===== config.mk =====
export PLATFORM = sky130hd
export DESIGN_NAME = cdet_ram
export DESIGN_NICKNAME = d
export VERILOG_FILES = /design/src/rtl/coherence_directory_entry_table_top_macros.svh /design/src/rtl/cdet_ram.sv
export SDC_FILE = /design/constraint.sdc
export NUM_CORES = 2
export LEC_CHECK = 0
export BUFFER_PORTS_ARGS = -buffer_cell sky130_fd_sc_hd__buf_2
export CAP_MARGIN = 25
export CORE_MARGIN = 2
export CORE_UTILIZATION = 50
export DETAILED_ROUTE_END_ITERATION = 10
export PLACE_DENSITY_LB_ADDON = 0.12
export SLEW_MARGIN = 25
export SYNTH_ARGS = -nofsm -noshare
export SYNTH_HDL_FRONTEND = slang
export SYNTH_SLANG_ARGS = --single-unit

===== constraint.sdc =====
create_clock -name clk -period 2.2 [get_ports clk]
set_input_delay 0.22 -clock clk [delete_from_list [all_inputs] [get_ports clk]]
set_output_delay 0.22 -clock clk [all_outputs]
set_load 0.05 [all_outputs]

===== src/rtl/coherence_directory_entry_table_top_macros.svh =====
// ----------------------------------------------------------------------------
// Directory entry table assertion macros
// Concurrent checks on clk, disabled while rst is high.
// ----------------------------------------------------------------------------
`ifndef COHERENCE_DIRECTORY_ENTRY_TABLE_TOP_MACROS_SVH
`define COHERENCE_DIRECTORY_ENTRY_TABLE_TOP_MACROS_SVH

// Check post in the same cycle as pre.
`define CDET_ASSERT_NOW(name, pre, post) \
  name: assert property (@(posedge clk) disable iff (rst) (pre) |-> (post)) \
    else $error("cdet: same-cycle check failed");

// Check post in the cycle after pre.
`define CDET_ASSERT_NEXT(name, pre, post) \
  name: assert property (@(posedge clk) disable iff (rst) (pre) |=> (post)) \
    else $error("cdet: next-cycle check failed");

`endif


===== src/rtl/cdet_ram.sv =====
`timescale 1ns / 1ps
// ----------------------------------------------------------------------------
// cdet_ram
// Simple dual-port RAM, one write and one registered read per cycle.
// ----------------------------------------------------------------------------
module cdet_ram #(
  parameter  int DEPTH = 512,
  parameter  int WIDTH = 8,
  localparam int AW    = (DEPTH > 1) ? $clog2(DEPTH) : 1
) (
  input  logic             clk,
  input  logic             we,
  input  logic [AW-1:0]    waddr,
  input  logic [WIDTH-1:0] wdata,
  input  logic             re,
  input  logic [AW-1:0]    raddr,
  output logic [WIDTH-1:0] rdata
);

  logic [WIDTH-1:0] mem [DEPTH];

  always_ff @(posedge clk) begin
    if (we) begin
      mem[waddr] <= wdata;
    end
  end

  always_ff @(posedge clk) begin
    if (re) begin
      rdata <= mem[raddr];
    end
  end

endmodule


==> impl_metrics.csv <==
group,metric,value,unit
hold_path,whs_path_depth,4,
clock_network,clockBufferDepth,4,
detailed_routing,via_count,87100,
power,p_sw,36100,uW
power,power_frac_seq,0.517,
setup_path,criticalPathCategory,"register to register",
place,place.gp.congestion,0.881,
detailed_routing,drc,0,
timing,skew,0.0365,ns
timing,tns,-2.25,ns
timing,hold_viol,0,
setup_path,path_cells,"mux2i_2 > o221ai_2 > buf_6 > nor3_1 > buf_4 > nor4_4 > buf_4 > o311ai_4 > nor4_4 > buf_4 > o2111a_1",
timing,fin_crit_sh,1.17,
power,pwr-share-comb,0.057,
hold_path,holdPathEnd,"mem[43][6]",
layout,stdcell_count,14100,
detailed_routing,drt_iter0_markers,11100,
place,dp_hpwl,291000,um
place,dpl_cell_area,0.177,sq mm
synth,synth_async_sr_flop_share,0,
synth,post-synth-top-area-cell,"edfxtp_1",
floorplan,dieArea,0.325,sq mm
global_route,overflow,0,
synth,syn_nets,8059,
timing,fin_crit,2.58,ns
setup_path,r2r_setup_slack,-0.38,ns
hold_path,hold_start,"waddr[1]",
synth,syn_area,0.160,sq mm
clock_network,cts_tree,"built",
global_route,grt_start_max_net_pins,142,
timing,slew_headroom,0.337,
timing,worstMarginPinSlew,0.991,ns
hold_path,hold_class,"primary input to register",
synth,yosysSeqAreaShare,0.770,
setup_path,worstReg2RegStart,"mem[34][2]",
layout,area_growth,19.9,%
timing,rsz0062_at_grt,"true",
global_route,grt_pass1_vias,87000,
floorplan,io_pins,37,
floorplan,num_rows,207,
synth,yosysWarnings,0,
detailed_routing,routedWlPerCell,31.6,um
synth,syn_area_per_cell,19.9,sq um
setup_path,r2r-end,"rdata[2]",
timing,fin_ws,-0.377,ns
synth,synth_cells,8030,
layout,fillers,22800,
floorplan,die_width,570,um
timing,slew_viol_final,0,
clock_network,clk_latency,0.95,ns
power,power_frac_clock,0.426,
clock_network,h-tree-depth,5,
global_route,grt_pass1_wl,633000,um
setup_path,crit_cells,11,
setup_path,crit_slowest_cell,"nor4_4",
setup_path,cp-end-kind,"register",
setup_path,crit_buf_inv,4,
layout,drive_above_1_share,0.306,
power,leakagePower,0.0642,uW
synth,synth_flop_cell,"edfxtp_1",
synth,synthTopCellsByArea,"edfxtp_1 (77%), mux4_2 (9.2%), mux2i_1 (5.0%), o221ai_1 (2.0%), nor2_1 (1.4%)",
layout,final_util,0.603,
floorplan,core_area,0.318,sq mm
setup_path,path_delay_family,"simple AND/OR/NAND/NOR gates",
floorplan,start_util,0.503,
detailed_routing,first_pass_iters,6,
layout,postLayoutCellArea,0.192,sq mm
synth,synth_seq_cells,4104,
timing,finalSetupViolations,8,
floorplan,die_h,570,um
setup_path,critPathMaxStageDelay,0.44,ns
power,p_int,131000,uW
power,irDropWorstVdd,0.657,mV
global_route,grt_usage,0.272,
synth,synth_cell_types,50,
detailed_routing,antenna_left,0,
layout,layout.nets,9564,
timing,clock.fmax,388,MHz
clock_network,clk_pin_slew,0.06,ns
setup_path,r2r_cells,11,
global_route,antenna_found_initial,32,
setup_path,startpoint_type,"register",
setup_path,arrival,3.40,ns
power,power_density,868,mW/mm^2
setup_path,required,3.02,ns
outcome,status,"complete, but fails checks",
synth,synth_edf_count,4104,
clock_network,root_buffer,"clkbuf_16",
power,netSwitchingFraction,0.217,
synth,synth.top_cell.area_share,0.770,
place,dp_cells,13300,
place,place_ws,-1.74,ns
detailed_routing,routed_via_density,6.19,
place,io_buffer_count,36,
job,cap_violations,0,
detailed_routing,wl,445000,um
setup_path,crit_path_max_fanout,2,
clock_network,cts_buffers,422,
setup_path,crit_top_cell,"buf_4",
clock_network,cts_num_sinks,4104,
outcome,violations,"setup timing",
-- metrics by stage --
stage	total power [uW]	hold WS (ns)
6_report	167000	0.0858
5_1_grt	171000	0.0655
4_1_cts	168000	0.0143
3_5_place_dp	97100	0.567
3_3_place_gp	97000	0.567
2_1_floorplan	92000	0.319
-- power groups by stage --
stage | Clock, uW | Sequential (uW) | Combinational [uW]
after floorplan | 0 | 87900 | 4120
after global placement | 0 | 87900 | 9120
after detailed placement | 0 | 87900 | 9230
after CTS | 71900 | 86200 | 9390
after global routing | 75000 | 86200 | 9950
final | 70900 | 86200 | 9530
-- tightest hold or removal path: stages --
cell	delay, ns
buf_2	0.19
nand3_4	0.11
buf_12	0.22
nor2_1	0.10
-- cells by family (layout without fill, tap and decap cells) --
kind of cell           Yosys count  in the layout  synth area share
flip-flops                    4104           4104             0.770
AO/OA/AOI/OAI                  979            979            0.0431
multiplexers                  1451           1451             0.142
buffers and inverters          516           2371            0.0185
other                            0              6                 0
AND/OR/NAND/NOR                980            981            0.0263
-- registers in the layout, summed over array words and instances (netlist names) --
signal	flops
rdata	8
mem	4096
-- routing by layer --
layer,track usage,vias up,part of all wire
met1,0.398,45800,0.41
met3,0.0483,634,0.089
li1,-,36500,-
met5,0,-,0.000090
met4,0.0754,6,0.030
met2,0.424,4124,0.47
-- Yosys cell counts (17+ instances only) --
| cell type | n |
|---|---|
| nor4_1 | 36 |
| a22oi_1 | 61 |
| o22ai_1 | 163 |
| nand4_1 | 32 |
| nor3_1 | 109 |
| and2_1 | 20 |
| a211oi_1 | 17 |
| nand3_1 | 36 |
| buf_4 | 70 |
| o221ai_1 | 371 |
| a21oi_1 | 194 |
| nor2_1 | 597 |
| buf_2 | 57 |
| clkbuf_1 | 265 |
| buf_1 | 41 |
| nand2_1 | 111 |
| mux2i_1 | 797 |
| edfxtp_1 | 4104 |
| buf_6 | 64 |
| mux4_2 | 654 |
| o21ai_0 | 118 |
-- cell type report --
cell class                      count  area [sq um]  share of cell area
Sequential cell                  4104        123000               0.642
Inverter                            3          18.8           0.0000978
Clock inverter                    274          2760              0.0144
Antenna cell                        6          15.0           0.0000782
Timing Repair Buffer             1593         14600              0.0763
Clock buffer                      501         10900              0.0568
Multi-Input combinational cell   3411         35100               0.183
Tap cell                         4180          5230              0.0273
-- worst max-delay path by stage --
stage               start        to  slack [ns]
6_report       mem[34][2]  rdata[2]       -0.38
4_1_cts        mem[34][2]  rdata[2]       -0.50
5_1_grt        mem[49][7]  rdata[7]       -0.48
3_5_place_dp     raddr[1]  rdata[2]       -1.74
2_1_floorplan    raddr[0]  rdata[0]       -0.01
3_3_place_gp     raddr[0]  rdata[0]       -1.80
-- layout by cell type, fill, tap and decap left out, types with 49 or more instances in the layout --
master	count
nand2_1	93
clkinv_1	98
clkbuf_16	427
nor2_1	585
o221ai_2	49
o221ai_1	323
o22ai_1	148
o21ai_0	103
clkbuf_1	77
nor3_1	103
buf_4	1339
mux2i_1	791
a21oi_1	181
edfxtp_1	4104
buf_12	196
clkinv_2	87
a22oi_1	57
mux4_2	654
-- what timing repair did --
item                                    4_1_cts  5_1_grt
hold endpoints to repair                   1556        0
cloned                                        0        4
buffers inserted                              1        3
hold buffers                                 11        0
gates resized for setup                     136       81
endpoints found under the setup margin       12        8
pin swaps                                    44       39
Power figures use the tool's default switching activity.
