### src/rtl/coherence_directory_entry_table_top_macros.svh
// ----------------------------------------------------------------------------
// Directory entry table assertion macros
// Concurrent checks on clk, disabled while rst is high.
// ----------------------------------------------------------------------------
`ifndef COHERENCE_DIRECTORY_ENTRY_TABLE_TOP_MACROS_SVH
`define COHERENCE_DIRECTORY_ENTRY_TABLE_TOP_MACROS_SVH

// Check post in the same cycle as pre.
`define CDET_ASSERT_NOW(name, pre, post) \
  name: assert property (@(posedge clk) disable iff (rst) (pre) |-> (post)) \
    else $error("cdet: same-cycle check failed");

// Check post in the cycle after pre.
`define CDET_ASSERT_NEXT(name, pre, post) \
  name: assert property (@(posedge clk) disable iff (rst) (pre) |=> (post)) \
    else $error("cdet: next-cycle check failed");

`endif

### src/rtl/cdet_pkg.sv
`timescale 1ns / 1ps
// ----------------------------------------------------------------------------
// cdet_pkg
// Shared widths, codes, types and sizing functions of the directory table.
// ----------------------------------------------------------------------------
package cdet_pkg;

  localparam int MODE_W      = 3;
  localparam int SET_W       = 6;
  localparam int WAY_W       = 3;
  localparam int SUB_W       = 2;
  localparam int NODE_W      = 4;
  localparam int CNT_W       = 32;
  localparam int COUNT_OUT_W = 5;
  localparam int MASK_OUT_W  = 16;

  localparam int DEF_NUM_SETS      = 64;
  localparam int DEF_NUM_WAYS      = 8;
  localparam int DEF_NUM_SUBBLOCKS = 4;
  localparam int DEF_NODE_COUNT    = 16;

  typedef enum logic [MODE_W-1:0] {
    MODE_SET_OWNER    = 3'd0,
    MODE_CLEAR_OWNER  = 3'd1,
    MODE_ADD_SHARER   = 3'd2,
    MODE_REMOVE_SHARER = 3'd3,
    MODE_CLEAR_ALL    = 3'd4,
    MODE_QUERY_SHARER = 3'd5,
    MODE_QUERY_GROUP  = 3'd6
  } mode_e;

  typedef enum logic [1:0] {
    ST_CLEAR,
    ST_IDLE,
    ST_MODIFY
  } state_t;

  typedef struct packed {
    logic clear_we;
    logic rd_en;
    logic commit;
  } ctl_t;

  typedef struct packed {
    logic                   flag;
    logic                   owner_valid;
    logic [NODE_W-1:0]      owner_node;
    logic [COUNT_OUT_W-1:0] sharer_count;
    logic [MASK_OUT_W-1:0]  sharer_mask;
    logic [CNT_W-1:0]       add_requests;
    logic [CNT_W-1:0]       remove_requests;
    logic [CNT_W-1:0]       full_invalidations;
  } rsp_t;

  function automatic int count_width(input int nodes);
    return $clog2(nodes + 1);
  endfunction

  function automatic int entry_width(input int nodes);
    return 1 + NODE_W + nodes + count_width(nodes) + 3 * CNT_W;
  endfunction

endpackage

### src/rtl/cdet_ctrl.sv
`timescale 1ns / 1ps
// ----------------------------------------------------------------------------
// cdet_ctrl
// Sequencer: clearing pass, read, modify/write-back and result handshake.
// ----------------------------------------------------------------------------
`include "coherence_directory_entry_table_top_macros.svh"

module cdet_ctrl #(
  parameter  int ROWS = cdet_pkg::DEF_NUM_SETS * cdet_pkg::DEF_NUM_WAYS,
  localparam int AW   = (ROWS > 1) ? $clog2(ROWS) : 1
) (
  input  logic           clk,
  input  logic           rst,
  input  logic           in_valid,
  output logic           in_ready,
  output logic           out_valid,
  input  logic           out_ready,
  output logic [AW-1:0]  clear_addr,
  output cdet_pkg::ctl_t ctl
);

  cdet_pkg::state_t state;
  cdet_pkg::state_t state_next;
  logic             room;
  logic             last_row;

  assign room     = !out_valid || out_ready;
  assign last_row = clear_addr == AW'(ROWS - 1);

  always_comb begin
    state_next = state;
    unique case (state)
      cdet_pkg::ST_CLEAR: begin
        if (last_row) begin
          state_next = cdet_pkg::ST_IDLE;
        end
      end
      cdet_pkg::ST_IDLE: begin
        if (in_valid) begin
          state_next = cdet_pkg::ST_MODIFY;
        end
      end
      cdet_pkg::ST_MODIFY: begin
        if (room) begin
          state_next = cdet_pkg::ST_IDLE;
        end
      end
      default: begin
        state_next = cdet_pkg::ST_CLEAR;
      end
    endcase
  end

  always_comb begin
    in_ready = 1'b0;
    ctl      = '0;
    unique case (state)
      cdet_pkg::ST_CLEAR: begin
        ctl.clear_we = 1'b1;
      end
      cdet_pkg::ST_IDLE: begin
        in_ready   = 1'b1;
        ctl.rd_en  = in_valid;
      end
      cdet_pkg::ST_MODIFY: begin
        ctl.commit = room;
      end
      default: begin
      end
    endcase
  end

  always_ff @(posedge clk) begin
    if (rst) begin
      state      <= cdet_pkg::ST_CLEAR;
      clear_addr <= '0;
      out_valid  <= 1'b0;
    end else begin
      state <= state_next;
      if (ctl.clear_we && !last_row) begin
        clear_addr <= clear_addr + AW'(1);
      end
      if (ctl.commit) begin
        out_valid <= 1'b1;
      end else if (out_ready) begin
        out_valid <= 1'b0;
      end
    end
  end

  `CDET_ASSERT_NOW(a_clear_blocks_input, state == cdet_pkg::ST_CLEAR, !in_ready)
  `CDET_ASSERT_NEXT(a_accept_then_modify, in_valid && in_ready, state == cdet_pkg::ST_MODIFY)
  `CDET_ASSERT_NEXT(a_commit_shows_result, ctl.commit, state == cdet_pkg::ST_IDLE && out_valid)
  `CDET_ASSERT_NOW(a_commit_has_room, ctl.commit, !out_valid || out_ready)

endmodule

### config.mk
export PLATFORM = sky130hd
export DESIGN_NAME = cdet_ctrl
export DESIGN_NICKNAME = d
export VERILOG_FILES = /design/src/rtl/cdet_pkg.sv /design/src/rtl/cdet_ctrl.sv
export VERILOG_INCLUDE_DIRS = /design/src /design/src/rtl
export SDC_FILE = /design/constraint.sdc
export NUM_CORES = 1
export LEC_CHECK = 0
export BUFFER_PORTS_ARGS = -buffer_cell sky130_fd_sc_hd__buf_2
export CELL_PAD_IN_SITES_DETAIL_PLACEMENT = 1
export CELL_PAD_IN_SITES_GLOBAL_PLACEMENT = 1
export CORE_UTILIZATION = 37
export DETAILED_ROUTE_END_ITERATION = 7
export PLACE_DENSITY_LB_ADDON = 0.25
export SLEW_MARGIN = 15
export SYNTH_ARGS = -nofsm -noshare
export SYNTH_HDL_FRONTEND = slang
export SYNTH_SLANG_ARGS = --single-unit
### constraint.sdc
create_clock -name clk -period 5.7 [get_ports clk]
set_input_delay 0.57 -clock clk [delete_from_list [all_inputs] [get_ports clk]]
set_output_delay 0.57 -clock clk [all_outputs]
set_load 0.1 [all_outputs]
==> results.yml, run 1 <==
finish:
  n_diodes: 0
  drive_gt1_share_pct: 29.89
  nNetsFinal: 94
  number_of_filler_instances_in_the_final_layout: 190
  stdcell_count: 102
  multi_input_comb_area_um2: 309.0
  area_delta_synth_final_pct: 21.74
  stdcell_area_um2: 700.7
  sequential_cell_area_um2: 240.2
floorplan:
  initial_utilization_pct: 42.12
  die_width_um: 41.44
  pin_count: 18
  placement_rows: 13
  floorplan.core_area_um2: 1366
  fp.dieH_um: 41.44
  design.die.area_um2: 1717
critical_path:
  timing_worst_setup_path_type: "reg -> out"
  worst_r2r_endpoint: "clear_addr[7]$_SDFFE_PP0P_"
  startpoint_type: "register"
  worst-endpoint-arrival_ns: 1.56
  cp.buffers_inverters: 1
  worstReg2RegStart: "clear_addr[0]$_SDFFE_PP0P_"
  worst_path_max_fanout: 8
  largest_delay_contributor_family_on_the_critical_path: "flip-flops"
  worstPathRequired_ns: 5.13
  reg2reg_setup_slack_ns: 3.64
  crit_slowest_cell: "sky130_fd_sc_hd__dfxtp_1"
  cp.depth: 3
  timing.critical_path.cells: "or2b_2, nor2_1, buf_2"
  max_stage_delay_ns: 0.45
  cells_on_worst_reg2reg_path: 7
  worstSetupEndpointType: "output pin"
timing:
  slew_worst_pin_ns: 0.4932
  final-max-slew-violation-count: 0
  report.final.hold_viol_count: 0
  fin_crit_ns: 2.127
  grt_setup_unrepaired: "no"
  clock-skew-final_ns: 0.0005358
  final_count_of_negative_setup_slack_endpoints: 0
  period_share_pct: 37.31
  hold-worst-slack_ns: 0.4869
  slew_headroom_pct: 66.87
  total_negative_slack_ns: 0
  achievable-frequency_ghz: 0.4702
job:
  max_cap_viol_count: 0
place:
  final_replace_weighted_congestion: 0.7223
  port_buffers: 17
  dpl-instance-area_um2: 664.4
  dpl.hpwl_um: 908.2
  place.detailed.instances: 98
grt:
  antenna_found_initial: 0
  first_global_vias: 493
  grt_max_degree: 14
  grtUsageTotal_pct: 15.84
  global_route_wire_length_before_repair_um: 2125
  grt-ovfl-total: 0
pwr:
  power_density_nw_per_um2: 252.3
  switching_share_pct: 27.35
  pwr-share-clk_pct: 38.1
  totalPowerFinal_mw: 0.1768
  combinationalPowerShare_pct: 12.2
  leakage_nw: 0.2994
  netSwitchingPower_mw: 0.04834
  power.sequential.fraction_pct: 49.7
  peak_supply_drop_mv: 0.1278
  power_report.internal_total_mw: 0.1284
worst_hold_path:
  whs_path_depth: 2
  timing.hold.worst.class: "reg -> reg"
  whs_endpoint: "clear_addr[8]$_SDFFE_PP0P_"
  min-delay-start: "clear_addr[8]$_SDFFE_PP0P_"
cts:
  cts_hold_repair.buffers: 0
  cts_inserted_buffers: 3
  h_tree_depth: 1
  postCtsSetupRepairBufs: 0
  cts_max_path_buffers: 2
  cts_num_sinks: 12
  postCtsResizedCells: 0
  cts_tree: "yes"
  clock_latency_ns: 0.27
  clock-root-buffer: "sky130_fd_sc_hd__clkbuf_4"
  clkSlewWorstSetupHoldPaths_ns: 0.08
detailed_routing:
  vias: 550
  drtAntennaViolNets: 0
  detail_route.first_pass.iterations: 2
  drc_errors: 0
  postRouteWirelength_um: 1254
  drt-vias-per-instance: 5.392
  drt_iter0_drc: 7
  wire_per_inst_um: 12.29
yosys:
  async_sr_flop_fraction_pct: 0
  postSynthRegisterBits: 12
  synth_edf_count: 0
  synthesis.instances: 68
  post_synth.cell_area_avg_um2: 8.464
  netlist_top_cells_area: "sky130_fd_sc_hd__dfxtp_1, sky130_fd_sc_hd__a21oi_1, sky130_fd_sc_hd__nand2_1"
  commonest_register_cell_after_synthesis: "sky130_fd_sc_hd__dfxtp_1"
  synthDominantCellAreaShare_pct: 41.74
  synth.top_cells.by_count: "sky130_fd_sc_hd__dfxtp_1, sky130_fd_sc_hd__a21oi_1, sky130_fd_sc_hd__nand2_1"
  synth-seq-area-share_pct: 41.74
  synthMostInstantiatedCell: "sky130_fd_sc_hd__dfxtp_1"
  post_synthesis_net_count: 74
  synth.cell_area_um2: 575.6
  synthesis.yosys.warnings: 0
  post-synth-top-area-cell: "sky130_fd_sc_hd__dfxtp_1"
  yosys.cell_types.count: 24
outcome:
  status: "complete, no violations"
power by group through the flow:
stage	clock network, mW	logic [mW]	registers, mW
after floorplan	0	0.00437	0.103
after detailed placement	0	0.0217	0.0897
final	0.0674	0.0216	0.0878
after global placement	0	0.0213	0.0896
after CTS	0.0707	0.0218	0.0878
after global routing	0.0731	0.0230	0.0881
area by class of cell:
cell class,instances,area share (%)
inverters,3,1.607
well taps,15,2.679
multi-input cells,51,44.11
flip-flops and latches,12,34.29
repair buffers,17,12.14
clock buffers,4,5.179
worst max path at each step:
| stage | endpoint | start | slack (ns) |
|---|---|---|---|
| 2_1_floorplan | ctl[0] | out_valid$_SDFFE_PP0P_ | 2.92 |
| 3_3_place_gp | clear_addr[7]$_SDFFE_PP0P_ | clear_addr[0]$_SDFFE_PP0P_ | 3.73 |
| 3_5_place_dp | clear_addr[7]$_SDFFE_PP0P_ | clear_addr[0]$_SDFFE_PP0P_ | 3.65 |
| 4_1_cts | ctl[0] | state[1]$_SDFFE_PP0P_ | 3.56 |
| 6_report | ctl[0] | state[1]$_SDFFE_PP0P_ | 3.57 |
| 5_1_grt | ctl[0] | state[1]$_SDFFE_PP0P_ | 3.50 |
cells in the final DEF (no fill, tap or decap):
cell type	count
sky130_fd_sc_hd__nand3_1	3
sky130_fd_sc_hd__dfxtp_1	12
sky130_fd_sc_hd__or3_1	2
sky130_fd_sc_hd__or4_1	3
sky130_fd_sc_hd__inv_1	3
sky130_fd_sc_hd__or2b_2	1
sky130_fd_sc_hd__nand4_1	2
sky130_fd_sc_hd__nor2_1	6
sky130_fd_sc_hd__xnor2_1	1
sky130_fd_sc_hd__o31ai_1	3
sky130_fd_sc_hd__clkbuf_4	3
sky130_fd_sc_hd__mux2_2	1
sky130_fd_sc_hd__nor2b_1	2
sky130_fd_sc_hd__ha_1	2
sky130_fd_sc_hd__nor3_1	1
sky130_fd_sc_hd__nand2_1	7
sky130_fd_sc_hd__nand2b_1	1
sky130_fd_sc_hd__a211o_2	1
sky130_fd_sc_hd__a21oi_1	10
sky130_fd_sc_hd__and2b_2	1
sky130_fd_sc_hd__nand3b_1	1
sky130_fd_sc_hd__clkbuf_8	1
sky130_fd_sc_hd__buf_2	17
sky130_fd_sc_hd__o21ai_0	2
sky130_fd_sc_hd__or3_4	1
metrics by stage:
step                      setup slack (ns)  utilization (%)
after floorplan                      2.918                -
after global placement               3.729            48.63
after detailed placement             3.654            48.63
after CTS                            3.560            51.28
after global routing                 3.499            51.28
final                                3.573            51.28
sequential cells by signal, summed over array words and instances, names as in the netlist:
register and cells:
clear_addr 9, state 2, out_valid 1
layer usage:
layer / wire length (um) / track usage, %
met5: 0 / 0
met4: 14 / 9.677
met3: 54 / 2.609
met2: 553 / 23.75
met1: 631 / 21.08
logic make-up after synthesis:
family | synth area share, %
AOI/OAI and AO/OA | 16.09
xor gates and xnor gates | 1.522
adders and majority gates | 4.347
buffers and inverters | 4.564
DFF | 41.74
muxes | 1.956
and+or+nand+nor | 29.78
worst register-to-register path, delay by kind of cell (launching register included):
kind / cells / cell delay (ns)
simple gates: 4 / 1.03
fa+ha+maj: 2 / 0.46
flops: 1 / 0.35
compound gates: 1 / 0.17
No activity file was read; power rests on OpenSTA's default activity.
==> run 2: changes to the inputs <==
--- a/config.mk
+++ b/config.mk
@@ -6,10 +6,11 @@
 export SDC_FILE = /design/constraint.sdc
 export NUM_CORES = 1
 export LEC_CHECK = 0
+export ABC_AREA = 1
 export BUFFER_PORTS_ARGS = -buffer_cell sky130_fd_sc_hd__buf_2
 export CELL_PAD_IN_SITES_DETAIL_PLACEMENT = 1
 export CELL_PAD_IN_SITES_GLOBAL_PLACEMENT = 1
-export CORE_UTILIZATION = 37
+export CORE_UTILIZATION = 34
 export DETAILED_ROUTE_END_ITERATION = 7
 export PLACE_DENSITY_LB_ADDON = 0.25
 export SLEW_MARGIN = 15
==> constraint.sdc (replaced) <==
create_clock -name clk -period 2.15 [get_ports clk]
set_input_delay 0.215 -clock clk [delete_from_list [all_inputs] [get_ports clk]]
set_output_delay 0.215 -clock clk [all_outputs]
set_load 0.1 [all_outputs]
==> results.yml, run 2 <==
detailed_routing:
  drt_iter0_drc: 12
  drc_errors: 0
  postRouteWirelength_um: 1381
  vias: 594
  wire_per_inst_um: 11.70
  drt-vias-per-instance: 5.034
  detail_route.first_pass.iterations: 6
  drtAntennaViolNets: 0
yosys:
  synth_edf_count: 0
  netlist_top_cells_area: "sky130_fd_sc_hd__dfxtp_1, sky130_fd_sc_hd__nand2_1, sky130_fd_sc_hd__nor2_1"
  yosys.cell_types.count: 19
  synthDominantCellAreaShare_pct: 39.83
  async_sr_flop_fraction_pct: 0
  commonest_register_cell_after_synthesis: "sky130_fd_sc_hd__dfxtp_1"
  synthMostInstantiatedCell: "sky130_fd_sc_hd__nand2_1"
  post_synth.cell_area_avg_um2: 7.445
  synth.cell_area_um2: 603.1
  synthesis.instances: 81
  post-synth-top-area-cell: "sky130_fd_sc_hd__dfxtp_1"
  synthesis.yosys.warnings: 0
  synth-seq-area-share_pct: 39.83
  synth.top_cells.by_count: "sky130_fd_sc_hd__nand2_1, sky130_fd_sc_hd__nor2_1, sky130_fd_sc_hd__dfxtp_1"
  post_synthesis_net_count: 87
  postSynthRegisterBits: 12
place:
  preCtsSetupSlack_ns: 0.3588
  port_buffers: 17
  place.detailed.instances: 114
  dpl.hpwl_um: 1048
  final_replace_weighted_congestion: 0.8166
  dpl-instance-area_um2: 723.2
grt:
  grt-ovfl-total: 0
  layer_with_the_highest_usage: "met2"
  first_global_vias: 533
  grt_use_met1_pct: 21.86
  grtUsageTotal_pct: 16.31
  global_route_wire_length_before_repair_um: 2311
  use_met3_pct: 2.449
  antenna_found_initial: 0
  grt_max_degree: 9
  grt_util_met2_pct: 25.00
floorplan:
  design.die.area_um2: 1946
  fp.dieH_um: 44.12
  floorplan.core_area_um2: 1577
  pin_count: 18
  initial_utilization_pct: 38.25
  placement_rows: 14
  die_width_um: 44.12
job:
  max_cap_viol_count: 0
finish:
  layout.cells.most_common_list: "sky130_fd_sc_hd__nand2_1, sky130_fd_sc_hd__buf_2, sky130_fd_sc_hd__nor2_1"
  stdcell_count: 118
  stdcell_area_um2: 759.5
  number_of_filler_instances_in_the_final_layout: 209
  final_util_pct: 48.17
  top_regs: "clear_addr x9, state x2, out_valid x1"
  nNetsFinal: 109
  n_diodes: 0
  registers.top_by_ff_count: "clear_addr"
  area_delta_synth_final_pct: 25.93
  drive_gt1_share_pct: 31.37
  largest_reg_flops: 9
cts:
  cts_num_sinks: 12
  clkSlewWorstSetupHoldPaths_ns: 0.08
  cts_inserted_buffers: 3
  clock-root-buffer: "sky130_fd_sc_hd__clkbuf_4"
  postCtsResizedCells: 0
  cts_hold_repair.buffers: 0
  clock_latency_ns: 0.27
  postCtsSetupRepairBufs: 0
  cts_tree: "yes"
  h_tree_depth: 1
  cts_max_path_buffers: 2
pwr:
  peak_supply_drop_mv: 0.2979
  totalPowerFinal_mw: 0.4758
  power_density_nw_per_um2: 626.5
  leakage_nw: 0.3713
critical_path:
  worst_path_max_fanout: 8
  worstReg2RegStart: "clear_addr[0]$_SDFFE_PP0P_"
  worstSetupEndpointType: "register"
  reg2reg_setup_slack_ns: 0.33
  startpoint_type: "register"
  timing_worst_setup_path_type: "reg -> reg"
  worst-endpoint-arrival_ns: 1.98
  worst_r2r_endpoint: "clear_addr[0]$_SDFFE_PP0P_"
  cells_on_worst_reg2reg_path: 9
  worstPathRequired_ns: 2.31
worst_hold_path:
  whs_path_depth: 2
  min-delay-start: "rst"
  whs_endpoint: "clear_addr[2]$_SDFFE_PP0P_"
  timing.hold.worst.class: "in -> reg"
timing:
  grt_setup_unrepaired: "no"
  slew_headroom_pct: 67.44
  period_share_pct: 84.50
  fin_crit_ns: 1.817
  final_count_of_negative_setup_slack_endpoints: 0
  hold-worst-slack_ns: 0.1663
  slew_worst_pin_ns: 0.4918
  total_negative_slack_ns: 0
  clock-skew-final_ns: 0.004368
  timing.final.ws_setup_ns: 0.3332
  report.final.hold_viol_count: 0
  achievable-frequency_ghz: 0.5504
  final-max-slew-violation-count: 0
outcome:
  status: "complete, no violations"
run 2: cell count changes after synthesis, moves of 2 or more:
| cell | change |
|---|---|
| sky130_fd_sc_hd__o31ai_1 | -3 |
| sky130_fd_sc_hd__nor2b_1 | -2 |
| sky130_fd_sc_hd__inv_1 | +6 |
| sky130_fd_sc_hd__or4_1 | -3 |
| sky130_fd_sc_hd__nand2_1 | +10 |
| sky130_fd_sc_hd__a21oi_1 | -3 |
| sky130_fd_sc_hd__or3_1 | -2 |
| sky130_fd_sc_hd__nor2_1 | +8 |
| sky130_fd_sc_hd__nand3_1 | +3 |
| sky130_fd_sc_hd__xor2_1 | +2 |
run 2: cell families (layout without fill, tap and decap cells):
group	Yosys count	count (layout)	share of synthesized area (%)
DFF	12	12	39.83
buffers and inverters	10	31	6.223
AOI/OAI and AO/OA	10	10	8.714
and+or+nand+nor	45	45	38.18
adders and majority gates	2	2	4.149
xor gates and xnor gates	2	2	2.905
run 2: critical path: stages (launching register included):
cell and delay, ns:
sky130_fd_sc_hd__dfxtp_2 0.38, sky130_fd_sc_hd__ha_1 0.26, sky130_fd_sc_hd__nand3_1 0.10, sky130_fd_sc_hd__nor2_1 0.18, sky130_fd_sc_hd__and3_1 0.19, sky130_fd_sc_hd__ha_1 0.13
sky130_fd_sc_hd__inv_1 0.06, sky130_fd_sc_hd__nand2_4 0.14, sky130_fd_sc_hd__xor2_1 0.21, sky130_fd_sc_hd__nor2_1 0.06
run 2: layer usage:
layer,share of wire (%),vias to the layer above
li1,-,302
met1,44,269
met2,50,19
met3,5.1,4
met4,0.94,0
met5,0,-
run 2: how the worst max path moves through the flow:
stage,endpoint,slack (ns),startpoint
2_1_floorplan,ctl[0],-0.07,out_valid$_SDFFE_PP0P_
4_1_cts,clear_addr[6]$_SDFFE_PP0P_,0.32,clear_addr[0]$_SDFFE_PP0P_
6_report,clear_addr[0]$_SDFFE_PP0P_,0.33,clear_addr[0]$_SDFFE_PP0P_
5_1_grt,clear_addr[6]$_SDFFE_PP0P_,0.14,clear_addr[0]$_SDFFE_PP0P_
3_3_place_gp,clear_addr[6]$_SDFFE_PP0P_,0.41,clear_addr[0]$_SDFFE_PP0P_
3_5_place_dp,clear_addr[6]$_SDFFE_PP0P_,0.36,clear_addr[0]$_SDFFE_PP0P_
run 2: final cells by class:
| type | instances | area (um2) | area share, % |
|---|---|---|---|
| flip-flops and latches | 12 | 245.2 | 32.29 |
| repair buffers | 17 | 85.08 | 11.20 |
| clock buffers | 4 | 36.28 | 4.778 |
| well taps | 16 | 20.02 | 2.636 |
| inverters | 10 | 37.54 | 4.942 |
| multi-input cells | 59 | 335.3 | 44.15 |
run 2: power breakdown:
part | internal, mW | switching [mW] | leakage (nW) | total (mW)
Clock | 0.103 | 0.0778 | 0.0210 | 0.181
Sequential | 0.228 | 0.00845 | 0.0987 | 0.236
Combinational | 0.0113 | 0.0475 | 0.252 | 0.0588
