File: config.mk
export PLATFORM = sky130hd
export DESIGN_NAME = cdet_update
export DESIGN_NICKNAME = d
export VERILOG_FILES = /design/src/rtl/coherence_directory_entry_table_top_macros.svh /design/src/rtl/cdet_pkg.sv /design/src/rtl/cdet_update.sv
export SDC_FILE = /design/constraint.sdc
export NUM_CORES = 1
export LEC_CHECK = 0
export ABC_CLOCK_PERIOD_IN_PS = 3700
export BUFFER_PORTS_ARGS = -buffer_cell sky130_fd_sc_hd__clkbuf_2
export CORE_AREA = 2 2 438 440
export DETAILED_ROUTE_END_ITERATION = 8
export DIE_AREA = 0 0 440 442
export PLACE_DENSITY = 0.32
export SYNTH_ARGS = -nofsm -noshare
export SYNTH_HDL_FRONTEND = slang
export SYNTH_SLANG_ARGS = --single-unit
File: constraint.sdc
create_clock -name vclk -period 3.7
set_clock_uncertainty 0.1 [all_clocks]
set_input_delay 0.185 -clock vclk [all_inputs]
set_output_delay 0.185 -clock vclk [all_outputs]
set_load 0.005 [all_outputs]
File: src/rtl/coherence_directory_entry_table_top_macros.svh
// ----------------------------------------------------------------------------
// Directory entry table assertion macros
// Concurrent checks on clk, disabled while rst is high.
// ----------------------------------------------------------------------------
`ifndef COHERENCE_DIRECTORY_ENTRY_TABLE_TOP_MACROS_SVH
`define COHERENCE_DIRECTORY_ENTRY_TABLE_TOP_MACROS_SVH

// Check post in the same cycle as pre.
`define CDET_ASSERT_NOW(name, pre, post) \
  name: assert property (@(posedge clk) disable iff (rst) (pre) |-> (post)) \
    else $error("cdet: same-cycle check failed");

// Check post in the cycle after pre.
`define CDET_ASSERT_NEXT(name, pre, post) \
  name: assert property (@(posedge clk) disable iff (rst) (pre) |=> (post)) \
    else $error("cdet: next-cycle check failed");

`endif

File: src/rtl/cdet_pkg.sv
`timescale 1ns / 1ps
// ----------------------------------------------------------------------------
// cdet_pkg
// Shared widths, codes, types and sizing functions of the directory table.
// ----------------------------------------------------------------------------
package cdet_pkg;

  localparam int MODE_W      = 3;
  localparam int SET_W       = 6;
  localparam int WAY_W       = 3;
  localparam int SUB_W       = 2;
  localparam int NODE_W      = 4;
  localparam int CNT_W       = 32;
  localparam int COUNT_OUT_W = 5;
  localparam int MASK_OUT_W  = 16;

  localparam int DEF_NUM_SETS      = 64;
  localparam int DEF_NUM_WAYS      = 8;
  localparam int DEF_NUM_SUBBLOCKS = 4;
  localparam int DEF_NODE_COUNT    = 16;

  typedef enum logic [MODE_W-1:0] {
    MODE_SET_OWNER    = 3'd0,
    MODE_CLEAR_OWNER  = 3'd1,
    MODE_ADD_SHARER   = 3'd2,
    MODE_REMOVE_SHARER = 3'd3,
    MODE_CLEAR_ALL    = 3'd4,
    MODE_QUERY_SHARER = 3'd5,
    MODE_QUERY_GROUP  = 3'd6
  } mode_e;

  typedef enum logic [1:0] {
    ST_CLEAR,
    ST_IDLE,
    ST_MODIFY
  } state_t;

  typedef struct packed {
    logic clear_we;
    logic rd_en;
    logic commit;
  } ctl_t;

  typedef struct packed {
    logic                   flag;
    logic                   owner_valid;
    logic [NODE_W-1:0]      owner_node;
    logic [COUNT_OUT_W-1:0] sharer_count;
    logic [MASK_OUT_W-1:0]  sharer_mask;
    logic [CNT_W-1:0]       add_requests;
    logic [CNT_W-1:0]       remove_requests;
    logic [CNT_W-1:0]       full_invalidations;
  } rsp_t;

  function automatic int count_width(input int nodes);
    return $clog2(nodes + 1);
  endfunction

  function automatic int entry_width(input int nodes);
    return 1 + NODE_W + nodes + count_width(nodes) + 3 * CNT_W;
  endfunction

endpackage

File: src/rtl/cdet_update.sv
`timescale 1ns / 1ps
// ----------------------------------------------------------------------------
// cdet_update
// Applies one request to a row of subblock entries and forms the result.
// ----------------------------------------------------------------------------
module cdet_update #(
  parameter  int NUM_SUBBLOCKS = cdet_pkg::DEF_NUM_SUBBLOCKS,
  parameter  int NODE_COUNT    = cdet_pkg::DEF_NODE_COUNT,
  localparam int ROW_W         = NUM_SUBBLOCKS * cdet_pkg::entry_width(NODE_COUNT)
) (
  input  logic [ROW_W-1:0]              row_in,
  input  logic                          idx_ok,
  input  logic [cdet_pkg::MODE_W-1:0]   mode,
  input  logic [cdet_pkg::SUB_W-1:0]    subblock_index,
  input  logic [cdet_pkg::NODE_W-1:0]   node,
  output logic [ROW_W-1:0]              row_out,
  output logic                          wr_ok,
  output cdet_pkg::rsp_t                rsp
);

  localparam int CW  = cdet_pkg::count_width(NODE_COUNT);
  localparam int SBW = (NUM_SUBBLOCKS > 1) ? $clog2(NUM_SUBBLOCKS) : 1;
  localparam int MW  = (NODE_COUNT > cdet_pkg::MASK_OUT_W) ? NODE_COUNT : cdet_pkg::MASK_OUT_W;
  localparam int CWW = (CW > cdet_pkg::COUNT_OUT_W) ? CW : cdet_pkg::COUNT_OUT_W;

  typedef struct packed {
    logic                        owner_valid;
    logic [cdet_pkg::NODE_W-1:0] owner;
    logic [NODE_COUNT-1:0]       mask;
    logic [CW-1:0]               count;
    logic [cdet_pkg::CNT_W-1:0]  adds;
    logic [cdet_pkg::CNT_W-1:0]  removes;
    logic [cdet_pkg::CNT_W-1:0]  invals;
  } entry_t;

  entry_t [NUM_SUBBLOCKS-1:0] row;
  entry_t [NUM_SUBBLOCKS-1:0] row_upd;
  entry_t                     cur;
  entry_t                     upd;
  cdet_pkg::mode_e            op;
  logic [SBW-1:0]             sel;
  logic                       node_ok;
  logic                       sub_ok;
  logic                       has;
  logic                       group_hit;
  logic                       flag;
  logic [MW-1:0]              bit_wide;
  logic [NODE_COUNT-1:0]      node_bit;
  logic [MW-1:0]              mask_wide;
  logic [CWW-1:0]             count_wide;

  assign row     = row_in;
  assign row_out = row_upd;

  always_comb begin
    op       = cdet_pkg::mode_e'(mode);
    node_ok  = 32'(node) < NODE_COUNT;
    sub_ok   = (op == cdet_pkg::MODE_QUERY_GROUP) || (32'(subblock_index) < NUM_SUBBLOCKS);
    sel      = (op == cdet_pkg::MODE_QUERY_GROUP) ? '0 : SBW'(subblock_index);
    bit_wide = MW'(1) << node;
    node_bit = bit_wide[NODE_COUNT-1:0];
    cur      = row[sel];
    has      = |(cur.mask & node_bit);

    group_hit = 1'b0;
    for (int i = 0; i < NUM_SUBBLOCKS; i++) begin
      if (row[i].count != '0 || row[i].owner_valid) begin
        group_hit = 1'b1;
      end
    end

    upd  = cur;
    flag = 1'b0;
    unique case (op)
      cdet_pkg::MODE_SET_OWNER: begin
        if (node_ok) begin
          upd.owner_valid = 1'b1;
          upd.owner       = node;
        end
      end
      cdet_pkg::MODE_CLEAR_OWNER: begin
        upd.owner_valid = 1'b0;
        upd.owner       = '0;
      end
      cdet_pkg::MODE_ADD_SHARER: begin
        if (node_ok) begin
          upd.adds = (cur.adds == '1) ? cur.adds : cur.adds + cdet_pkg::CNT_W'(1);
          if (!has) begin
            upd.mask  = cur.mask | node_bit;
            upd.count = cur.count + CW'(1);
          end
        end
      end
      cdet_pkg::MODE_REMOVE_SHARER: begin
        if (node_ok) begin
          upd.removes = (cur.removes == '1) ? cur.removes
                                            : cur.removes + cdet_pkg::CNT_W'(1);
          if (has) begin
            upd.mask = cur.mask & ~node_bit;
            if (cur.count != '0) begin
              upd.count = cur.count - CW'(1);
            end
          end
        end
      end
      cdet_pkg::MODE_CLEAR_ALL: begin
        upd.mask   = '0;
        upd.count  = '0;
        upd.invals = (cur.invals == '1) ? cur.invals : cur.invals + cdet_pkg::CNT_W'(1);
      end
      cdet_pkg::MODE_QUERY_SHARER: begin
        flag = node_ok && has;
      end
      cdet_pkg::MODE_QUERY_GROUP: begin
        flag = group_hit;
      end
      default: begin
      end
    endcase

    row_upd      = row;
    row_upd[sel] = upd;
    wr_ok        = idx_ok && sub_ok;
    mask_wide    = MW'(upd.mask);
    count_wide   = CWW'(upd.count);

    rsp = '0;
    if (wr_ok) begin
      rsp.flag               = flag;
      rsp.owner_valid        = upd.owner_valid;
      rsp.owner_node         = upd.owner_valid ? upd.owner : '0;
      rsp.sharer_count       = count_wide[cdet_pkg::COUNT_OUT_W-1:0];
      rsp.sharer_mask        = mask_wide[cdet_pkg::MASK_OUT_W-1:0];
      rsp.add_requests       = upd.adds;
      rsp.remove_requests    = upd.removes;
      rsp.full_invalidations = upd.invals;
    end
  end

endmodule

==> qor.yml, run 1 <==
yosysTopAreaCell: "nand2_1"
least_margin_pin_slew_ns: 1.07
pin_count_of_the_biggest_net_entering_global_routing: 74
swShare_pct: 57.5
max_stage_delay_ns: 0.36
synth_nets: 2987
timing.slew.headroom_pct: 28.8
power_switching_mw: 3.61
start_util_pct: 7.53
yosys.cell_types.count: 104
worst_path_most_repeated_cell: "buf_6"
design.die.area_um2: 194000
post-layout-total-power_mw: 6.28
drt-vias-per-instance: 4.12
drv_cap: 0
yosys_warnings: 0
avgSynthCellArea_um2: 5.75
run_status: "finished with violations"
pwr-share-comb_pct: 100.0
critPathSlowestCell: "and3b_4"
port_buffers: 1110
detail_route.drc_violations: 0
worst_ir_drop_vdd_uv: 52.2
finalCritPeriodShare_pct: 103
post-route-worst-setup-slack_ns: -0.0948
routedWlPerCell_um: 30.5
track_usage_pct: 19.7
crit_fanout: 5
postRouteAntennaNets: 0
syn2layout_area_growth_pct: 142
path_buf_inv: 11
crit_path_start: "mode[0]"
core_area_um2: 190000
final.clkbuf_count: 0
utilization_pct: 18.2
worst_ep_arrival_time_ns: 3.51
dp_hpwl_mm: 176
crit_path_end_kind: "output pin"
dpl_worst_slack_ns: -1.16
floorplan.io_pins: 1110
route.vias.total: 27600
min_path_type: "in2out"
dpl-instance-area_um2: 27500
synth-seq-area-share_pct: 0
setup-violations-final: 83
drive_gt1_share_pct: 61.8
num-nets-final: 4660
leak_pwr_nw: 15.7
synthTopCellsByArea: "nand2_1 (12%), o21ai_0 (10%), nor2_1 (9.2%)"
critical_path.startpoint_type: "input pin"
required_time_of_the_worst_setup_path_ns: 3.41
clock_network_fraction_of_design_power_pct: 0
internal_power_mw: 2.66
share_seq_of_total_power_pct: 0
finalWirelength_mm: 204
p_per_area_nw_per_um2: 182
grt_first_pass_wirelength_mm: 259
synth_most_common_cell: "nand2_1"
fp-row-count: 160
cts_hold_buffers: 0
n_sequential_cell: 0
layout_min_cycle_time_ns: 3.79
worst_hold_startpoint: "row_in[214]"
netlist_area_um2: 14300
post_synth_most_frequent_cells: "nand2_1 (445), nor2_1 (350), o21ai_0 (288)"
post-route-cell-area_um2: 34600
grt_setup_unrepaired: "yes"
firstDrtPassIters: 5
residual_overflow_from_global_routing: 0
via_count_of_the_first_global_routing_pass: 26700
timing_max_transition_violations_final: 0
sequential_cell_area_um2: 0
worst_path_dominant_cell_family: "buffers and inverters"
timing_hold_violations_final: 0
die_w_um: 440
failed_checks: "setup timing"
first_iter_violations: 1955
post_synth_inst_count: 2484
area_share_of_the_largest_cell_type_after_synthesis_pct: 11.7
critical_path_class: "in2out"
antenna_found_initial: 60
die_h_um: 442
critical_path.cell_chain: "clkbuf_16 > and3b_4 > buf_12 > buf_8 > buf_6 > nor3_1 > nor4_2 > buf_4 > and3_4 > buf_6 > nand4_1 > buf_6 > nor4_4 > buf_4 > nand3_4 > xnor2_4 > buf_6 > nor2_4 > buf_6 > buf_12"
achievable-frequency_mhz: 264
gpl.final_weighted_congestion: 0.976
[per-layer routing]
layer | wire, um | GRT usage (%)
met1 | 82800 | 23.9
met2 | 100000 | 34.5
met3 | 12100 | 3.41
met4 | 8400 | 6.65
met5 | 7 | 0
[power groups by stage]
stage / Clock, mW / Combinational (mW) / Sequential [mW]
after floorplan: 0 / 1.73 / 0
after global placement: 0 / 5.17 / 0
after detailed placement: 0 / 5.15 / 0
after CTS: 0 / 5.77 / 0
after global routing: 0.000000663 / 6.63 / 0
final: 0.000000786 / 6.28 / 0
[repair_timing]
| item | CTS | global route |
|---|---|---|
| gates cloned | 5 | 3 |
| endpoints found under the hold margin | 0 | 0 |
| endpoints found under the setup margin | 576 | 526 |
| gates resized for setup | 641 | 922 |
| setup buffers | 114 | 72 |
| pin swaps | 125 | 208 |
[logic make-up (layout without fill, tap and decap cells)]
| family | after synthesis | after routing | share of synthesized area [%] |
|---|---|---|---|
| AO/OA/AOI/OAI | 824 | 824 | 36.7 |
| XOR/XNOR | 102 | 102 | 6.89 |
| adder cells (fa/ha/maj) | 5 | 5 | 0.438 |
| buffers and inverters | 291 | 1962 | 10.2 |
| multiplexers | 105 | 105 | 7.46 |
| other | 0 | 23 | 0 |
| AND/OR/NAND/NOR | 1157 | 1157 | 38.3 |
[path summary, 6_finish.rpt]
check             cells past startpoint  slack [ns]            to
hold / removal                        4        0.56  row_out[214]
setup / recovery                     20       -0.09       rsp[60]
[per-stage QoR]
step / instances / setup TNS [ns] / hold slack [ns]
floorplan: 2484 / 0 / 0.325
global placement: 6514 / -157.95 / 0.549
detailed placement: 6514 / -158.98 / 0.553
CTS: 6620 / -8.95 / 0.554
global route: 6684 / -42.25 / 0.581
finish: 6689 / -2.49 / 0.557
[cell type report]
class / count / area [um^2]
tap: 2511 / 3140
inverter: 62 / 238
multi-input combinational: 2193 / 16900
fill: 21800 / 155000
timing repair buffer: 1900 / 14200
antenna: 23 / 57.6
[cell usage in the layout (no fill, tap or decap), drive strengths merged, types with 11 or more instances in the layout]
master | netlist | routed
o21ai | 366 | 366
nor2 | 354 | 354
mux2i | 100 | 100
xor2 | 39 | 39
nand2 | 448 | 448
or2 | 15 | 15
nand3 | 86 | 86
nand4 | 22 | 22
o221ai | 50 | 50
a22o | 25 | 25
nor2b | 12 | 12
nand2b | 14 | 14
or3 | 13 | 13
inv | 61 | 61
diode | 0 | 23
a31oi | 70 | 70
buf | 110 | 1041
a21oi | 139 | 139
a2bb2oi | 30 | 30
xnor2 | 63 | 63
nor3 | 74 | 74
nor4 | 45 | 45
o211ai | 14 | 14
and3 | 11 | 11
nor3b | 14 | 14
o22ai | 45 | 45
clkbuf | 119 | 857
a211oi | 13 | 13
Note: power is estimated with default switching activity, not from simulation.
==> inputs of run 2 (changes only) <==
--- a/config.mk
+++ b/config.mk
@@ -5,11 +5,11 @@
 export SDC_FILE = /design/constraint.sdc
 export NUM_CORES = 1
 export LEC_CHECK = 0
-export ABC_CLOCK_PERIOD_IN_PS = 3700
+export ABC_CLOCK_PERIOD_IN_PS = 3100
 export BUFFER_PORTS_ARGS = -buffer_cell sky130_fd_sc_hd__clkbuf_2
-export CORE_AREA = 2 2 438 440
+export CORE_AREA = 2 2 434 436
 export DETAILED_ROUTE_END_ITERATION = 8
-export DIE_AREA = 0 0 440 442
+export DIE_AREA = 0 0 436 438
 export PLACE_DENSITY = 0.32
 export SYNTH_ARGS = -nofsm -noshare
 export SYNTH_HDL_FRONTEND = slang
==> constraint.sdc (replaced) <==
create_clock -name vclk -period 3.1
set_clock_uncertainty 0.1 [all_clocks]
set_input_delay 0.155 -clock vclk [all_inputs]
set_output_delay 0.155 -clock vclk [all_outputs]
set_load 0.005 [all_outputs]
==> run 2 against run 1 <==
  * The flow still finishes with violations (setup timing)
  * Critical path depth down 3
  * Worst setup slack worse by 0.75 ns
  * Sequential share of layout area unchanged
  * First-iteration DRC count up 2.8%
  * Worst hold slack worse by 0.062 ns
  * Non-clock buffer count up 126
  * Combinational power up 16%
  * Wire length down 2.3%
  * Largest power group unchanged
==> qor.yml, run 2 (same netlist as run 1, synthesis figures left out) <==
port_buffers: 1110  # unchanged
syn2layout_area_growth_pct: 135
firstDrtPassIters: 5  # unchanged
pin_count_of_the_biggest_net_entering_global_routing: 85  # +15%
post-route-cell-area_um2: 33600  # -2.9%
crit_fanout: 7  # +2
route.vias.total: 27800  # +0.74%
critPathSlowestCell: "nor4_4"
worst_path_most_repeated_cell: "buf_4"
num-nets-final: 4786  # +2.7%
least_margin_pin_slew_ns: 1.12  # +0.0560 ns
failed_checks: "setup timing"
mostFrequentLayoutCell: "clkbuf_2"
utilization_pct: 18.0  # -0.24 points
crit_path_end_kind: "output pin"
timing_hold_violations_final: 0  # unchanged
run_status: "finished with violations"
dp_hpwl_mm: 174  # -1.1%
worst_ep_arrival_time_ns: 3.69  # +0.18 ns
fin_tns_setup_ns: -320.40  # -317.92 ns
final.clkbuf_count: 0  # unchanged
layout.cells.most_common_list: "clkbuf_2 (997), buf_4 (762), nand2_1 (437)"
finalCritPeriodShare_pct: 127
sequential_cell_area_um2: 0  # unchanged
required_time_of_the_worst_setup_path_ns: 2.84  # -0.57 ns
dpl.cell_count: 6664  # +2.3%
routedWlPerCell_um: 29.3  # -3.9%
timing.slew.headroom_pct: 24.7  # -4.1 points
drt-vias-per-instance: 4.09  # -0.85%
residual_overflow_from_global_routing: 0  # unchanged
postRouteAntennaNets: 0  # unchanged
timing_max_transition_violations_final: 0  # unchanged
non_filler_instance_count_after_layout: 6796  # +1.6%
design.die.area_um2: 191000  # -1.8%
critical_path.cell_chain: "clkbuf_16 > and3b_4 > buf_12 > buf_16 > nor3_4 > nor4_4 > buf_4 > nand4_1 > or3b_4 > nor4_4 > buf_4 > buf_6 > nand2b_4 > mux2i_4 > buf_6 > a21oi_2 > buf_4"
critical_path.startpoint_type: "input pin"
dpl_worst_slack_ns: -2.06  # -0.900 ns
die_w_um: 436  # -0.91%
max_stage_delay_ns: 0.53  # +0.17 ns
post-layout-total-power_mw: 7.26  # +16%
track_usage_pct: 19.4  # -0.22 points
min_path_type: "in2out"
die_h_um: 438  # -0.90%
n_sequential_cell: 0  # unchanged
hold_slack_ns: 0.495  # -0.0618 ns
grt_setup_unrepaired: "yes"
worst_path_dominant_cell_family: "simple AND/OR/NAND/NOR gates"
setup-violations-final: 591  # +610%
antenna_found_initial: 29  # -52%
grt_first_pass_wirelength_mm: 254  # -1.7%
floorplan.io_pins: 1110  # unchanged
finalWirelength_mm: 199  # -2.3%
path_buf_inv: 8  # -3
cts_hold_buffers: 0  # unchanged
critical_path_class: "in2out"
fp-row-count: 159  # -0.63%
dpl-instance-area_um2: 28800  # +4.7%
leak_pwr_nw: 15.7  # about the same
first_iter_violations: 2009  # +2.8%
drv_cap: 0  # unchanged
fillers: 21800  # -0.087%
layout_min_cycle_time_ns: 3.94
start_util_pct: 7.65  # +0.12 points
core_area_um2: 187000  # -1.6%
gpl.final_weighted_congestion: 0.937  # -4.0%
achievable-frequency_mhz: 254
via_count_of_the_first_global_routing_pass: 26900  # +0.76%
p_per_area_nw_per_um2: 216  # +19%
post-route-worst-setup-slack_ns: -0.845  # -0.750 ns
drive_gt1_share_pct: 58.4  # -3.4 points
detail_route.drc_violations: 0  # unchanged
worst_ir_drop_vdd_uv: 66.0  # +26%
## run 2: timing repair
action / 4_1_cts / 5_1_grt
gates cloned: 7 / 4
buffers inserted: 31 / 83
endpoints found under the setup margin: 599 / 599
resized for setup: 239 / 625
pin swaps: 52 / 130
## run 2: cell type report
| class | instances | area (um^2) | share of cell area, % |
|---|---|---|---|
| Multi-Input combinational cell | 2193 | 15800 | 47.2 |
| Tap cell | 2495 | 3120 | 9.30 |
| Timing Repair Buffer | 2026 | 14300 | 42.7 |
| Inverter | 62 | 238 | 0.708 |
| Antenna cell | 20 | 50.0 | 0.149 |
## run 2: path summary, 6_finish.rpt
check,slack (ns),depth (start not counted),start,to
worst min-delay path,0.49,4,row_in[185],row_out[185]
worst max-delay path,-0.84,17,mode[0],row_out[245]
## run 2: metal layers
metal,global-route usage (%),share of wire [%],routed length (um)
met3,3.23,5.8,11500
met2,34.7,49,98400
met5,0,0.0045,9
met4,4.09,2.9,5680
met1,24.3,42,83400
## run 2: where the power goes
group          switching [mW]  internal, mW
clock                       0   0.000000330
combinational            4.17          3.09
sequential                  0             0
total                    4.17          3.09
==> inputs of run 3 (changes only) <==
--- a/config.mk
+++ b/config.mk
@@ -5,12 +5,13 @@
 export SDC_FILE = /design/constraint.sdc
 export NUM_CORES = 1
 export LEC_CHECK = 0
-export ABC_CLOCK_PERIOD_IN_PS = 3100
+export ABC_AREA = 1
+export ABC_CLOCK_PERIOD_IN_PS = 4700
 export BUFFER_PORTS_ARGS = -buffer_cell sky130_fd_sc_hd__clkbuf_2
-export CORE_AREA = 2 2 434 436
+export CORE_AREA = 2 2 427 429
 export DETAILED_ROUTE_END_ITERATION = 8
-export DIE_AREA = 0 0 436 438
-export PLACE_DENSITY = 0.32
+export DIE_AREA = 0 0 429 431
+export PLACE_DENSITY = 0.35
 export SYNTH_ARGS = -nofsm -noshare
 export SYNTH_HDL_FRONTEND = slang
 export SYNTH_SLANG_ARGS = --single-unit
==> constraint.sdc (replaced) <==
create_clock -name vclk -period 4.7
set_clock_uncertainty 0.1 [all_clocks]
set_input_delay 0.235 -clock vclk [all_inputs]
set_output_delay 0.235 -clock vclk [all_outputs]
set_load 0.005 [all_outputs]
==> run 3 against run 2 <==
  * The flow now finishes without violations
  * Area after synthesis increased by 27%
  * Cell count increased by 11%
  * Global-route usage increased by 1.6 points
  * First-iteration DRC count increased by 55%
  * Largest cell class unchanged
  * Design area decreased by 20%
  * Combinational power decreased by 44%
  * Worst setup slack improved by 1.0 ns
  * Sequential share of layout area unchanged
  * Core utilization decreased by 3.0 points
==> qor.yml, run 3 <==
run_status: "completed"
detail_route.drc_violations: 0  # unchanged
core_area_um2: 180000  # -3.5%
postRouteAntennaNets: 0  # unchanged
worst_path_dominant_cell_family: "simple AND/OR/NAND/NOR gates"
yosys_warnings: 0  # unchanged
area_share_of_the_largest_cell_type_after_synthesis_pct: 43.2  # +31 points
drv_cap: 0  # unchanged
critical_path_class: "in2out"
start_util_pct: 10.1  # +2.4 points
routedWlPerCell_um: 27.5  # -6.2%
hold_slack_ns: 0.662  # +0.167 ns
pin_count_of_the_biggest_net_entering_global_routing: 109  # +28%
firstDrtPassIters: 8  # +3
post_synth_mux_area_share_pct: 0  # -7.5 points
dp_hpwl_mm: 175  # +0.73%
critPathSlowestCell: "nand2_1"
fin_tns_setup_ns: 0  # +320.40 ns
critical_path.cell_chain: "clkbuf_2 > inv_2 > nand3_4 > o21ai_4 > buf_12 > buf_12 > nand2_1 > nand2_1 > nor2_2 > nand2_1 > nor2_1 > nand2_1 > nor2_4 > nand3_2 > nand2_1 > inv_2 > nand2_1 > nand2_1 > o21ai_1 > clkbuf_2"
track_usage_pct: 21.0  # +1.6 points
least_margin_pin_slew_ns: 1.32  # +0.197 ns
sequential_cell_area_um2: 0  # unchanged
finalWirelength_mm: 207  # +3.8%
achievable-frequency_mhz: 221
post-route-worst-setup-slack_ns: 0.169  # +1.01 ns
timing.slew.headroom_pct: 11.3  # -13 points
drt-vias-per-instance: 4.28  # +4.8%
required_time_of_the_worst_setup_path_ns: 4.37  # +1.53 ns
route.vias.total: 32200  # +16%
leak_pwr_nw: 16.4  # +4.1%
crit_fanout: 34  # +27
synth-seq-area-share_pct: 0  # unchanged
grt_setup_unrepaired: "no"
layout_min_cycle_time_ns: 4.53
p_per_area_nw_per_um2: 150  # -31%
layout.cells.most_common_list: "nand2_1 (2089), clkbuf_2 (1104), inv_1 (480)"
timing_hold_violations_final: 0  # unchanged
drive_gt1_share_pct: 28.1  # -30 points
main_combinational_cell_family_by_area_after_synthesis: "simple AND/OR/NAND/NOR gates"
critical_path.startpoint_type: "input pin"
final.clkbuf_count: 0  # unchanged
port_buffers: 1110  # unchanged
residual_overflow_from_global_routing: 0  # unchanged
design.die.area_um2: 185000  # -3.2%
finalCritPeriodShare_pct: 96.4
yosys.cell_types.count: 37  # -64%
timing_max_transition_violations_final: 0  # unchanged
post_synth_inst_count: 4142  # +67%
yosys.area_share.xor_xnor_pct: 0.715  # -6.2 points
worst_ir_drop_vdd_uv: 53.9  # -18%
max_stage_delay_ns: 0.46  # -0.07 ns
synth_most_common_cell: "nand2_1"
num-nets-final: 5647  # +18%
avgSynthCellArea_um2: 4.39  # -24%
grt_most_used_layer: "met2"
n_sequential_cell: 0  # unchanged
synth_fa_ha_area_share_pct: 0.344  # -0.094 points
gpl.final_weighted_congestion: 0.963  # +2.8%
worst_ep_arrival_time_ns: 4.20  # +0.51 ns
post-route-cell-area_um2: 27000  # -20%
synth_compound_gate_area_share_pct: 10.0  # -27 points
worst_path_most_repeated_cell: "nand2_1"
dpl-instance-area_um2: 27000  # -6.5%
synth_nets: 4645  # +56%
syn2layout_area_growth_pct: 48.3
antenna_found_initial: 38  # +31%
cts.repair_timing.setup_buffer_count: 0  # -100%
die_w_um: 429  # -1.6%
grt.met3_usage_pct: 3.43  # +0.21 points
global_route.usage.met2_pct: 36.5  # +1.8 points
synth_simple_gate_area_share_pct: 71.0  # +33 points
fp-row-count: 156  # -1.9%
yosysTopAreaCell: "nand2_1"
crit_path_end_kind: "output pin"
post_synth_most_frequent_cells: "nand2_1 (2092), inv_1 (482), nand4_1 (273)"
grt_first_pass_wirelength_mm: 271  # +6.6%
mostFrequentLayoutCell: "nand2_1"
grtUsageMet1_pct: 26.4  # +2.1 points
first_iter_violations: 3105  # +55%
netlist_area_um2: 18200  # +27%
dpl_worst_slack_ns: -0.0992  # +1.96 ns
fillers: 21900  # +0.19%
setup-violations-final: 0  # -100%
via_count_of_the_first_global_routing_pass: 30600  # +14%
synthTopCellsByArea: "nand2_1 (43%), inv_1 (9.9%), nand4_1 (9.4%)"
min_path_type: "in2out"
path_buf_inv: 6  # -2
die_h_um: 431  # -1.6%
floorplan.io_pins: 1110  # unchanged
## run 3: repair_timing
action / in CTS / in global routing
gates cloned: 0 / 0
resized for setup: 2 / 3
hold buffers: 0 / 0
endpoints found under the setup margin: 2 / 3
## run 3: power breakdown
part / internal [mW] / total (mW) / switching [mW]
Combinational: 1.21 / 4.04 / 2.83
Clock: 0.000000149 / 0.000000149 / 0
Sequential: 0 / 0 / 0
## run 3: final timing paths
| check | start | end | cells after the start |
|---|---|---|---|
| max | mode[0] | row_out[64] | 20 |
| min | row_in[302] | row_out[302] | 4 |
## run 3: cells by family (layout without fill, tap and decap cells)
| family | after synthesis | after routing |
|---|---|---|
| XOR/XNOR | 14 | 14 |
| adder cells (fa/ha/maj) | 5 | 5 |
| AND/OR/NAND/NOR | 3002 | 3002 |
| buffers and inverters | 766 | 1766 |
| other | 0 | 10 |
| AO/OA/AOI/OAI | 355 | 355 |
## run 3: final cells by class
type | instances | area [um^2] | share of cell area, %
timing repair buffer | 1266 | 7090 | 26.3
multi-input combinational | 3376 | 15000 | 55.6
antenna | 10 | 25.0 | 0.0927
tap | 2370 | 2970 | 11.0
inverter | 500 | 1900 | 7.04
## run 3: tightest hold or removal path, stage by stage
cell and delay (ns):
clkbuf_2 0.09, nand2_1 0.05, nand2_1 0.05, clkbuf_2 0.10
## run 3: per-layer routing
layer	vias up	routed length, um
met2	1453	99900
met5	-	52
met4	8	7600
met3	222	13300
met1	15600	85700
li1	15000	-
## run 3: stage by stage
stage                     std cells  power [mW]  util [%]
after floorplan                4142        1.73         -
after global placement         7512        4.06      15.0
after detailed placement       7512        4.05      15.0
after CTS                      7512        4.06      15.0
after global routing           7520        4.33      15.0
final                          7522        4.04      15.0
